## config.mk

```make
export PLATFORM = sky130hd
export DESIGN_NAME = raft_follower_rpc_handler
export DESIGN_NICKNAME = d
export VERILOG_FILES = /design/src/design/rfr_pkg.sv /design/src/design/raft_follower_rpc_handler.sv /design/src/design/rfr_ctrl.sv /design/src/design/rfr_dpath.sv
export SDC_FILE = /design/constraint.sdc
export NUM_CORES = 2
export LEC_CHECK = 0
export ABC_AREA = 1
export BUFFER_PORTS_ARGS = -buffer_cell sky130_fd_sc_hd__buf_2
export CORE_MARGIN = 10
export CORE_UTILIZATION = 63
export DETAILED_ROUTE_END_ITERATION = 16
export GPL_TIMING_DRIVEN = 1
export PLACE_DENSITY = 0.76
export SYNTH_ARGS = -nofsm -noshare
export SYNTH_HDL_FRONTEND = slang
export SYNTH_SLANG_ARGS = --single-unit
```

## constraint.sdc

```tcl
create_clock -name clk -period 31.3 [get_ports clk]
set_clock_uncertainty 0.15 [all_clocks]
set_input_delay 6.26 -clock clk [delete_from_list [all_inputs] [get_ports clk]]
set_output_delay 6.26 -clock clk [all_outputs]
set_load 0.01 [all_outputs]
```

## src/design/rfr_pkg.sv

```systemverilog
// ----------------------------------------------------------------------------
// rfr_pkg
// Shared types, codes and constants for the follower RPC handler.
// ----------------------------------------------------------------------------
package rfr_pkg;

  localparam int LOG_DEPTH    = 32;
  localparam int IDX_BITS     = $clog2(LOG_DEPTH);
  localparam int LEN_BITS     = IDX_BITS + 1;
  localparam int ID_BITS      = 8;
  localparam int PAYLOAD_BITS = 64;
  localparam int APPLY_CAP    = 31;

  localparam logic [1:0] FUNC_VOTE   = 2'd0;
  localparam logic [1:0] FUNC_HEADER = 2'd1;
  localparam logic [1:0] FUNC_ENTRY  = 2'd2;

  localparam logic [1:0] ROLE_FOLLOWER = 2'd0;

  typedef enum logic [1:0] {
    AM_IDLE     = 2'd0,
    AM_MATCHING = 2'd1,
    AM_APPENDING = 2'd2,
    AM_REJECTED = 2'd3
  } amode_t;

  typedef struct packed {
    logic [1:0]              func;
    logic [1:0]              role;
    logic [31:0]             msg_term;
    logic [ID_BITS-1:0]      candidate_id;
    logic [15:0]             log_index;
    logic [31:0]             log_term;
    logic [15:0]             leader_commit;
    logic                    has_entries;
    logic [31:0]             entry_term;
    logic [PAYLOAD_BITS-1:0] entry_payload;
    logic                    last_entry;
  } in_word_t;

  typedef struct packed {
    logic                    kind;
    logic [31:0]             reply_term;
    logic                    success;
    logic                    step_down;
    logic                    restart_timer;
    logic                    overflow;
    logic [4:0]              apply_index;
    logic [31:0]             apply_term;
    logic [PAYLOAD_BITS-1:0] apply_payload;
    logic                    last_result;
  } out_word_t;

  // controller -> datapath
  typedef struct packed {
    logic load;     // capture input word, issue log read
    logic exec;     // evaluate with read data, update state
    logic rd_apply; // issue read of next entry to apply
    logic emit_rep; // drive reply
    logic emit_app; // drive apply word, advance last_applied
  } rfr_cmd_t;

  // datapath -> controller
  typedef struct packed {
    logic reply_due;   // exec produced a reply
    logic apply_more;  // entries remain to apply within the cap
  } rfr_sts_t;

endpackage

```

## src/design/raft_follower_rpc_handler.sv

```systemverilog
// ----------------------------------------------------------------------------
// raft_follower_rpc_handler
// Raft follower: vote requests, streamed append-entries, commit and apply.
// ----------------------------------------------------------------------------
// Sequence: the reply strobes in the reply state, after the evaluate state; busy
//   through both for any word that applies nothing, with or without a reply.
// Committed entries then follow: the first in the cycle after the reply, each
//   later one after its own log memory read, then emit; at most 31 per reply.
// Results cannot be held off; out_strobe marks each result word.
// Reset (synchronous, rst_n low): term, vote, commit and apply clear, the log
//   holds only the sentinel. Log contents are not cleared.
module raft_follower_rpc_handler import rfr_pkg::*; (
  input  logic      clk,
  input  logic      rst_n,
  input  logic      start,
  output logic      busy,
  input  in_word_t  in_word,
  output logic      out_strobe,
  output out_word_t out_word
);

  rfr_cmd_t cmd;
  rfr_sts_t sts;

  // sequencer: one word in flight at a time
  rfr_ctrl u_ctrl (
    .clk   (clk),
    .rst_n (rst_n),
    .start (start),
    .busy  (busy),
    .sts   (sts),
    .cmd   (cmd)
  );

  // state, log memory and result formatting
  rfr_dpath u_dpath (
    .clk       (clk),
    .rst_n     (rst_n),
    .in_word   (in_word),
    .cmd       (cmd),
    .sts       (sts),
    .out_valid (out_strobe),
    .out_word  (out_word)
  );

  // a result never appears while the block is idle
  a_no_idle_out: assert property (@(posedge clk) disable iff (!rst_n)
    out_strobe |-> busy) else $error("result while idle");

  // a word is never taken on the cycle after one was taken
  a_spacing: assert property (@(posedge clk) disable iff (!rst_n)
    (start && !busy) |=> busy) else $error("back-to-back accept");

  // the last result of a burst releases the block
  a_last_release: assert property (@(posedge clk) disable iff (!rst_n)
    (out_strobe && out_word.last_result) |=> !busy) else $error("stuck busy");

endmodule

```

## src/design/rfr_ctrl.sv

```systemverilog
// ----------------------------------------------------------------------------
// rfr_ctrl
// Sequencer: load, evaluate, reply, then walk committed entries.
// ----------------------------------------------------------------------------
module rfr_ctrl import rfr_pkg::*; (
  input  logic     clk,
  input  logic     rst_n,
  input  logic     start,
  output logic     busy,
  input  rfr_sts_t sts,
  output rfr_cmd_t cmd
);

  typedef enum logic [5:0] {
    S_IDLE  = 6'b000001,
    S_EXEC  = 6'b000010,
    S_REPLY = 6'b000100,
    S_ARD   = 6'b001000,
    S_APPLY = 6'b010000,
    S_DONE  = 6'b100000
  } state_t;

  state_t state_r, state_nxt;

  always_comb begin
    state_nxt = state_r;
    cmd = '0;
    busy = 1'b1;
    case (state_r)
      S_IDLE: begin
        busy = 1'b0;
        if (start) begin
          cmd.load = 1'b1;
          state_nxt = S_EXEC;
        end
      end
      S_EXEC: begin
        cmd.exec = 1'b1;
        state_nxt = S_REPLY;
      end
      S_REPLY: begin
        if (sts.reply_due) begin
          cmd.emit_rep = 1'b1;
          if (sts.apply_more) begin
            cmd.rd_apply = 1'b1;
            state_nxt = S_APPLY;
          end else begin
            state_nxt = S_IDLE;
          end
        end else begin
          state_nxt = S_IDLE;
        end
      end
      S_ARD: begin
        cmd.rd_apply = 1'b1;
        state_nxt = S_APPLY;
      end
      S_APPLY: begin
        cmd.emit_app = 1'b1;
        state_nxt = sts.apply_more ? S_ARD : S_IDLE;
      end
      S_DONE: state_nxt = S_IDLE;
      default: state_nxt = S_IDLE;
    endcase
  end

  always_ff @(posedge clk) begin
    if (!rst_n) state_r <= S_IDLE;
    else        state_r <= state_nxt;
  end

endmodule

```

## src/design/rfr_dpath.sv

```systemverilog
// ----------------------------------------------------------------------------
// rfr_dpath
// Raft state, log memory and result formatting.
// ----------------------------------------------------------------------------
module rfr_dpath import rfr_pkg::*; (
  input  logic      clk,
  input  logic      rst_n,
  input  in_word_t  in_word,
  input  rfr_cmd_t  cmd,
  output rfr_sts_t  sts,
  output logic      out_valid,
  output out_word_t out_word
);

  // log memory: one write, one registered read port
  logic [31:0]             mem_term [LOG_DEPTH];
  logic [PAYLOAD_BITS-1:0] mem_pay  [LOG_DEPTH];
  logic [31:0]             rd_term_r;
  logic [PAYLOAD_BITS-1:0] rd_pay_r;
  logic                    rd_zero_r; // slot 0 sentinel
  logic [IDX_BITS-1:0]     rd_addr;
  logic                    rd_en;
  logic                    wr_en;
  logic [IDX_BITS-1:0]     wr_addr;

  logic [31:0]         term_r;
  logic [ID_BITS-1:0]  voted_r;
  logic                vvalid_r;
  logic [LEN_BITS-1:0] len_r;
  logic [IDX_BITS-1:0] commit_r, applied_r;
  amode_t              mode_r;
  logic [LEN_BITS-1:0] offs_r;
  logic [15:0]         scommit_r;
  logic [2:0]          sflags_r;
  in_word_t            iw_r;
  logic [5:0]          napp_r;   // applies left in this burst
  logic                rdue_r;
  logic                rok_r, rsd_r, rrt_r, rov_r;

  // read address chosen at load or for the next apply
  logic [LEN_BITS-1:0] last_idx;
  assign last_idx = len_r - LEN_BITS'(1);

  always_comb begin
    rd_addr = '0;
    rd_en   = 1'b0;
    if (cmd.load) begin
      rd_en = 1'b1;
      case (in_word.func)
        FUNC_VOTE:   rd_addr = last_idx[IDX_BITS-1:0];
        FUNC_HEADER: rd_addr = in_word.log_index[IDX_BITS-1:0];
        default:     rd_addr = offs_r[IDX_BITS-1:0];
      endcase
    end else if (cmd.rd_apply) begin
      rd_en   = 1'b1;
      rd_addr = applied_r + IDX_BITS'(1);
    end
  end

  always_ff @(posedge clk) begin
    if (wr_en) begin
      mem_term[wr_addr] <= iw_r.entry_term;
      mem_pay[wr_addr]  <= iw_r.entry_payload;
    end
    if (rd_en) begin
      rd_term_r <= mem_term[rd_addr];
      rd_pay_r  <= mem_pay[rd_addr];
      rd_zero_r <= (rd_addr == '0);
    end
  end

  logic [31:0] rterm;
  assign rterm = rd_zero_r ? 32'd0 : rd_term_r;

  // evaluation
  logic [31:0]         t_term;
  logic                t_sd, gt;
  logic [ID_BITS-1:0]  n_voted;
  logic                n_vvalid;
  logic [LEN_BITS-1:0] n_len;
  logic [IDX_BITS-1:0] n_commit;
  amode_t              n_mode;
  logic [LEN_BITS-1:0] n_offs;
  logic [15:0]         n_scommit;
  logic [2:0]          n_sflags;
  logic                rep, ok, sd, rt, ov, up, hdr_ok, cur;
  logic [15:0]         craise;
  logic                do_raise;
  logic [LEN_BITS-1:0] pos;
  logic                app_now;

  always_comb begin
    gt = iw_r.msg_term > term_r;
    t_term = gt ? iw_r.msg_term : term_r;
    t_sd = gt && (iw_r.role != ROLE_FOLLOWER);
    cur = iw_r.msg_term >= t_term;
    n_voted = gt ? '0 : voted_r;
    n_vvalid = gt ? 1'b0 : vvalid_r;
    n_len = len_r; n_mode = mode_r; n_offs = offs_r;
    n_scommit = scommit_r; n_sflags = sflags_r;
    rep = 1'b0; ok = 1'b0; sd = 1'b0; rt = 1'b0; ov = 1'b0;
    do_raise = 1'b0; craise = '0;
    wr_en = 1'b0; wr_addr = '0;
    pos = offs_r; app_now = 1'b0;
    up = (iw_r.log_term > rterm) ||
         ((iw_r.log_term == rterm) && (iw_r.log_index >= 16'(last_idx)));
    hdr_ok = cur && (iw_r.log_index < 16'(len_r)) && (rterm == iw_r.log_term);
    case (iw_r.func)
      FUNC_VOTE: begin
        n_mode = AM_IDLE;
        rep = 1'b1; sd = t_sd;
        if (cur && up && (!n_vvalid || n_voted == iw_r.candidate_id)) begin
          ok = 1'b1; n_voted = iw_r.candidate_id; n_vvalid = 1'b1;
        end
        rt = ok && (iw_r.role == ROLE_FOLLOWER);
      end
      FUNC_HEADER: begin
        if (!iw_r.has_entries) begin
          n_mode = AM_IDLE;
          rep = 1'b1; ok = hdr_ok; sd = t_sd;
          do_raise = hdr_ok; craise = iw_r.leader_commit;
        end else begin
          n_scommit = iw_r.leader_commit;
          n_sflags = {1'b0, t_sd, hdr_ok};
          n_offs = hdr_ok ? LEN_BITS'(iw_r.log_index) + LEN_BITS'(1) : '0;
          n_mode = hdr_ok ? AM_MATCHING : AM_REJECTED;
        end
      end
      FUNC_ENTRY: begin
        n_voted = voted_r; n_vvalid = vvalid_r; t_term = term_r;
        if (mode_r != AM_IDLE) begin
          if (mode_r == AM_MATCHING) begin
            if (offs_r < len_r && rterm == iw_r.entry_term) begin
              n_offs = offs_r + LEN_BITS'(1);
            end else begin
              n_len = offs_r; n_mode = AM_APPENDING; app_now = 1'b1;
            end
          end
          if (mode_r == AM_APPENDING || app_now) begin
            pos = app_now ? offs_r : len_r;
            if (pos < LEN_BITS'(LOG_DEPTH)) begin
              wr_en = 1'b1; wr_addr = pos[IDX_BITS-1:0];
              n_len = pos + LEN_BITS'(1); n_offs = n_len;
            end else begin
              n_sflags[2] = 1'b1;
            end
          end
          if (iw_r.last_entry) begin
            rep = 1'b1; ok = n_sflags[0]; sd = n_sflags[1]; ov = n_sflags[2];
            do_raise = n_sflags[0]; craise = n_scommit;
            n_mode = AM_IDLE;
          end
        end
      end
      default: begin
        n_voted = voted_r; n_vvalid = vvalid_r; t_term = term_r;
      end
    endcase
    n_commit = commit_r;
    if (do_raise && craise > 16'(commit_r)) begin
      if (craise > 16'(n_len - LEN_BITS'(1)))
        n_commit = (n_len - LEN_BITS'(1)) > LEN_BITS'(commit_r) ?
                   IDX_BITS'(n_len - LEN_BITS'(1)) : commit_r;
      else
        n_commit = craise[IDX_BITS-1:0];
    end
  end

  // another apply follows the one being emitted now
  logic more_after;
  assign more_after = ((applied_r + IDX_BITS'(1)) < commit_r) && (napp_r > 6'd1);

  // while an apply word is out, look past it
  assign sts.reply_due  = rdue_r;
  assign sts.apply_more = cmd.emit_app ? more_after :
                          ((applied_r < commit_r) && (napp_r != '0));

  always_ff @(posedge clk) begin
    if (cmd.load) iw_r <= in_word;
    if (cmd.exec) begin
      rok_r <= ok; rsd_r <= sd; rrt_r <= rt; rov_r <= ov;
    end
    if (!rst_n) begin
      term_r <= '0; voted_r <= '0; vvalid_r <= 1'b0;
      len_r <= LEN_BITS'(1); commit_r <= '0; applied_r <= '0;
      mode_r <= AM_IDLE; offs_r <= '0; scommit_r <= '0; sflags_r <= '0;
      rdue_r <= 1'b0; napp_r <= '0;
    end else begin
      if (cmd.exec) begin
        term_r <= t_term; voted_r <= n_voted; vvalid_r <= n_vvalid;
        len_r <= n_len; commit_r <= n_commit; mode_r <= n_mode;
        offs_r <= n_offs; scommit_r <= n_scommit; sflags_r <= n_sflags;
        rdue_r <= rep; napp_r <= 6'(APPLY_CAP);
      end
      if (cmd.emit_app) begin
        applied_r <= applied_r + IDX_BITS'(1);
        napp_r <= napp_r - 6'd1;
      end
    end
  end

  // result word; last flag looks one step ahead
  always_comb begin
    out_word = '0;
    out_word.reply_term = term_r;
    out_valid = cmd.emit_rep | cmd.emit_app;
    if (cmd.emit_rep) begin
      out_word.success = rok_r; out_word.step_down = rsd_r;
      out_word.restart_timer = rrt_r; out_word.overflow = rov_r;
      out_word.last_result = !sts.apply_more;
    end else if (cmd.emit_app) begin
      out_word.kind = 1'b1;
      out_word.apply_index = 5'(applied_r + IDX_BITS'(1));
      out_word.apply_term = rd_term_r;
      out_word.apply_payload = rd_pay_r;
      out_word.last_result = !more_after;
    end
  end

endmodule
```

# After elaboration in Yosys (flattened, before gate mapping)
# Memory sizes are Yosys's and may differ from the RTL's. A register that Yosys moved wholly into a read port is not among the register bits.
# Cells that the tools add are included.
op_classes:
  n_div: 0
  bitwise_logic: 1
  add_sub_neg: 8
  n_eq_ne: 20
  n_lt_le_gt_ge: 13
  reduce_logical: 36
  muxes: 98
  shift: 0
  multipliers: 0
ops:
  columns: ["cell", "count"]
  rows:
  - ["6-bit two-way mux", 18]
  - ["102-bit two-way mux", 1]
  - ["101-bit two-way mux", 1]
  - ["32-bit equality test", 3]
  - ["32-bit greater-than comparator", 2]
  - ["32-bit two-way mux", 2]
  - ["16-bit two-way mux", 3]
  - ["5-bit two-way mux", 9]
  - ["1-bit two-way mux", 39]
  - ["32-bit >= comparator", 1]
  - ["16-bit case mux with 2 select lines", 1]
  - ["6-bit case mux with 5 select lines", 1]
  - ["6-bit by 1-bit adder with 6-bit output (second input constant)", 3]
  - ["6-bit by 1-bit subtractor with 6-bit output (second input constant)", 3]
  - ["16-bit by 6-bit >= comparator with 1-bit output", 1]
  - ["16-bit greater-than comparator", 1]
  - ["16-bit by 5-bit greater-than comparator with 1-bit output", 1]
  - ["16-bit by 6-bit < comparator with 1-bit output", 1]
  - ["8-bit two-way mux", 2]
  - ["8-bit case mux with 2 select lines", 1]
  - ["2-bit two-way mux", 7]
  - ["6-bit case mux with 2 select lines", 1]
  - ["1-bit logical AND", 11]
  - ["5-bit < comparator", 2]
  - ["37 further kinds", 61]
totals:
  mem_bits_ro: 0
  mem_count: 2
  inputBits: 209
  reg_bits: 308
  latchBits: 0
  word_cells: 208
  mem_bits_rw: 3072
  out_inout_bits: 141
mem_list:
  columns: ["name", "words", "word_bits", "rd", "rd_clocked_by_memory_dff", "wr", "line_no", "text"]
  rows:
  - ["u_dpath.mem_pay", 32, 64, 1, 1, 1, "rfr_dpath.sv:17", "logic [PAYLOAD_BITS-1:0] mem_pay [LOG_DEPTH];"]
  - ["u_dpath.mem_term", 32, 32, 1, 1, 1, "rfr_dpath.sv:16", "logic [31:0] mem_term [LOG_DEPTH];"]

# Depth between registers and ports, before layout
depth:
  ltp_word: 17
  depth_mapped: 37
  depth_no_buf: 35

# Modules after synthesis
# A second synthesis with hierarchy kept.
hier_totals:
  hier_cells: 10957
  area_unflattened_um2: 139939.2
modules_own_cells:
  columns: ["module", "area_per_inst_um2", "cells_per_inst", "instances"]
  rows:
  - ["rfr_dpath", 139616.4, 10907, 1]
  - ["rfr_ctrl", 322.8, 50, 1]

# Worst setup path before layout
# No wires, ideal clock.
synth_path:
  path_type: "input -> register"
  start: "in start"
  end: "reg u_dpath.rd_pay_r[0], read port of u_dpath.mem_pay, enable pin"
  slack_ns: 12.035
  setup_ns: 0.459
  path_stages: 4
  required_ns: 30.691
  n_path_buf: 0
  arrival_time_ns: 18.656
  cell_sequence: "inv_1 nor2_1 inv_1 nand2_1"
synth_rtl:
  columns: ["item", "line_no", "text"]
  rows:
  - ["start, declared", "raft_follower_rpc_handler.sv:15", "input logic start,"]
  - ["end, declared", "rfr_dpath.sv:19", "logic [PAYLOAD_BITS-1:0] rd_pay_r;"]

==> impl_metrics.ini <==
[status]
status = complete, no violations

[drt]
antenna_left = 0
vias = 94500
drt-total-wl_um = 404000
firstDrtPassIters = 6
drc = 0
drtIter0Drc = 16200
wire_per_inst_um = 29.0
via_per_inst = 6.79

[clock_tree]
post-cts-setup-buffer-count = 0
cts_buffers = 354
cts.sinks = 3475
clockBufferDepth = 4
post_cts_resized = 0
cts-root-buf = clkbuf_16
clkSlewWorstSetupHoldPaths_ns = 0.06
cts_tree = done
hold_buffers = 0
clkLatencyLatePin_ns = 0.98
htree_levels = 5

[floorplanning]
die_w_um = 488
fp.dieH_um = 488
boundaryPins = 350
coreArea_sq_um = 218000
initial_utilization_pct = 63.5
dieArea_sq_um = 239000
std_cell_rows = 171

[layout]
final_cell_mix = edfxtp_1, nor2_1, o21ai_0
drive_gt1_share_pct = 9.85
final_common_cell = edfxtp_1
final_area_sq_um = 154000
area_delta_synth_final_pct = 11.3
fin_nets = 11200

[critical_path]
cpMostUsedCell = buf_4
crit_buf_inv = 9
endpoint_kind = flop
worstPathCellList = buf_2 > inv_1 > nor2_4 > buf_12 > inv_1 > a21oi_4 > buf_4 > buf_4 > buf_4 > buf_4 > buf_4 > o21ai_0 > o22ai_1 > o21ai_0 > o21ai_0 > a221o_1
crit_required_ns = 31.95
path_class = input pin to flop
slowest_stage = buf_4
crit_arrival_ns = 13.28
cp_max_fo = 104
setup.worst_path.start_class = input pin
cp_slowest_stage_delay_ns = 0.83
crit_family = buffers and inverters

[grt]
grt_pass1_wl_um = 581000
grt_pass1_vias = 89200
grtUsageTotal_pct = 32.6
overflow = 0
antenna_found_initial = 24
grt_max_degree = 249

[power_and_ir_drop]
power.net_switching_mw = 2.30
clockPowerShare_pct = 40.8
finalPower_mw = 10.0
switching_share_pct = 22.9
ir_worst_vdd_v = 0.0000437
combPwrFrac_pct = 6.5
power.density_nw_per_um2 = 65.3
internal_power_mw = 7.74
p_seq_share_pct = 52.7
leakagePower_nw = 51.2

[sta]
max_freq_ghz = 0.0792
setup_viol = 0
tightestPinTransition_ns = 1.39
fin_setup_tns_ns = 0
post-route-period-util_pct = 40.3
finalHoldViolations = 0
drv_slew = 0
period_minus_slack_ns = 12.63
relSlewSlack_pct = 7.08
rsz0062_at_grt = no

[logic_synthesis]
seq_area_frac_synth_pct = 74.8
synth_area_sq_um = 138000
yosysWarnings = 0
netlist_instances = 10600
synth.avg_cell_area_sq_um = 13.0
ys_types = 61
synth-seq-cells = 3475
synth_fp_nets = 11000

[placed_design]
dp_hpwl_um = 196000
gp_congestion = 0.878
dpl_cell_area_sq_um = 143000
port_buffers = 349

[min_path]
hold_class = flop to flop

[run]
drv_cap = 0
==> flip-flops by register name, indices dropped and copies added (netlist names), 8 cells and up <==
signal / flops
u_dpath.iw_r: 206
u_dpath.mem_pay: 2048
u_dpath.term_r: 32
u_dpath.scommit_r: 16
u_dpath.mem_term: 1024
u_dpath.rd_term_r: 32
u_dpath.rd_pay_r: 64
u_dpath.voted_r: 8
==> tightest hold or removal path, delay by kind of cell (launching register included) <==
kind	cells	cell delay, ns
DFF	1	0.31
and+or+nand+nor	1	0.06
AOI/OAI and AO/OA	1	0.05
==> power groups by stage <==
stage	Combinational [mW]	Sequential, mW	Clock [mW]
final	0.653	5.29	4.10
after CTS	0.637	5.29	4.11
after global placement	0.607	5.38	0
after detailed placement	0.630	5.39	0
after global routing	0.706	5.30	4.28
after floorplan	0.412	5.36	0
==> worst paths after layout <==
kind / from / end / slack (ns) / depth (start not counted)
max: start / u_dpath.rd_pay_r[52]$_DFFE_PP_ / 18.67 / 16
min: u_dpath.voted_r[7]$_SDFFE_PN0P_ / u_dpath.voted_r[7]$_SDFFE_PN0P_ / 0.32 / 2
max reg2reg: u_dpath.applied_r[0]$_SDFFE_PN0N_ / u_dpath.rd_pay_r[62]$_DFFE_PP_ / 23.23 / 27
min reg2reg: u_dpath.voted_r[7]$_SDFFE_PN0P_ / u_dpath.voted_r[7]$_SDFFE_PN0P_ / 0.32 / 2
==> per-layer routing <==
layer	track usage (%)	vias up	part of all wire (%)
li1	-	39800	-
met1	44.7	46000	35
met2	50.2	7417	46
met3	7.19	1318	14
met4	15.6	24	5.3
met5	0	-	0.044
==> synthesized netlist by cell type, drive strengths merged <==
cell type  count  share of area [%]
or2            6              0.027
a221o          7              0.051
o211ai       112               0.61
dfxtp         96                1.4
a211oi        33               0.18
and3           2             0.0090
a32oi         16               0.10
nor4          11              0.050
a21boi         2              0.011
a22oi          4              0.022
a31oi         60               0.27
nand3        106               0.40
clkbuf       613                1.7
ha           157                1.4
o31ai          1             0.0054
o221ai       107               0.68
o211a          3              0.022
or3            1             0.0045
a221oi        43               0.27
clkinv         7              0.019
nand2        634                1.8
and2           1             0.0045
o32ai         68               0.43
nand4         22               0.10
nor2        2098                5.7
edfxtp      3379                 73
o21a           1             0.0054
o22ai        604                2.7
a2111oi        2              0.013
a2111o         1             0.0081
xor2          14              0.089
o21bai         3              0.016
xnor2         16               0.10
buf           74               0.28
o21ai       1705                6.2
a21o           3              0.016
a41oi          3              0.019
o2111ai        3              0.019
inv          323               0.88
nand3b        15              0.084
o311ai         3              0.019
nor3          64               0.24
a21oi        186               0.67
==> metrics by stage <==
step | hold slack (ns) | util, % | instances | setup slack, ns
5_1_grt | 0.351 | 70.6 | 13900 | 18.29
3_3_place_gp | 0.302 | 65.5 | 13300 | 17.98
3_5_place_dp | 0.309 | 65.5 | 13300 | 17.91
6_report | 0.320 | 70.6 | 13900 | 18.67
2_1_floorplan | 0.291 | - | 10600 | 12.03
4_1_cts | 0.318 | 70.6 | 13900 | 18.87
==> kinds of logic (layout without fill, tap and decap cells) <==
family,after synthesis,in the layout,synth area share [%]
compound gates,2970,2970,12.3
xor+xnor,30,30,0.190
fa+ha+maj,157,157,1.42
buf+inv,1017,1464,2.84
flops,3475,3475,74.8
other cells,0,20,0
simple gates,2960,2960,8.43
==> cell type report <==
type | count | area, sq um
clock buffers | 436 | 9300
flip-flops and latches | 3475 | 103000
well taps | 2854 | 3570
inverters | 330 | 1280
repair buffers | 510 | 3220
fillers | 13900 | 63900
diodes | 20 | 50.0
multi-input cells | 6117 | 31300
clock inverters | 188 | 1760
(Power assumes the default switching activity.)
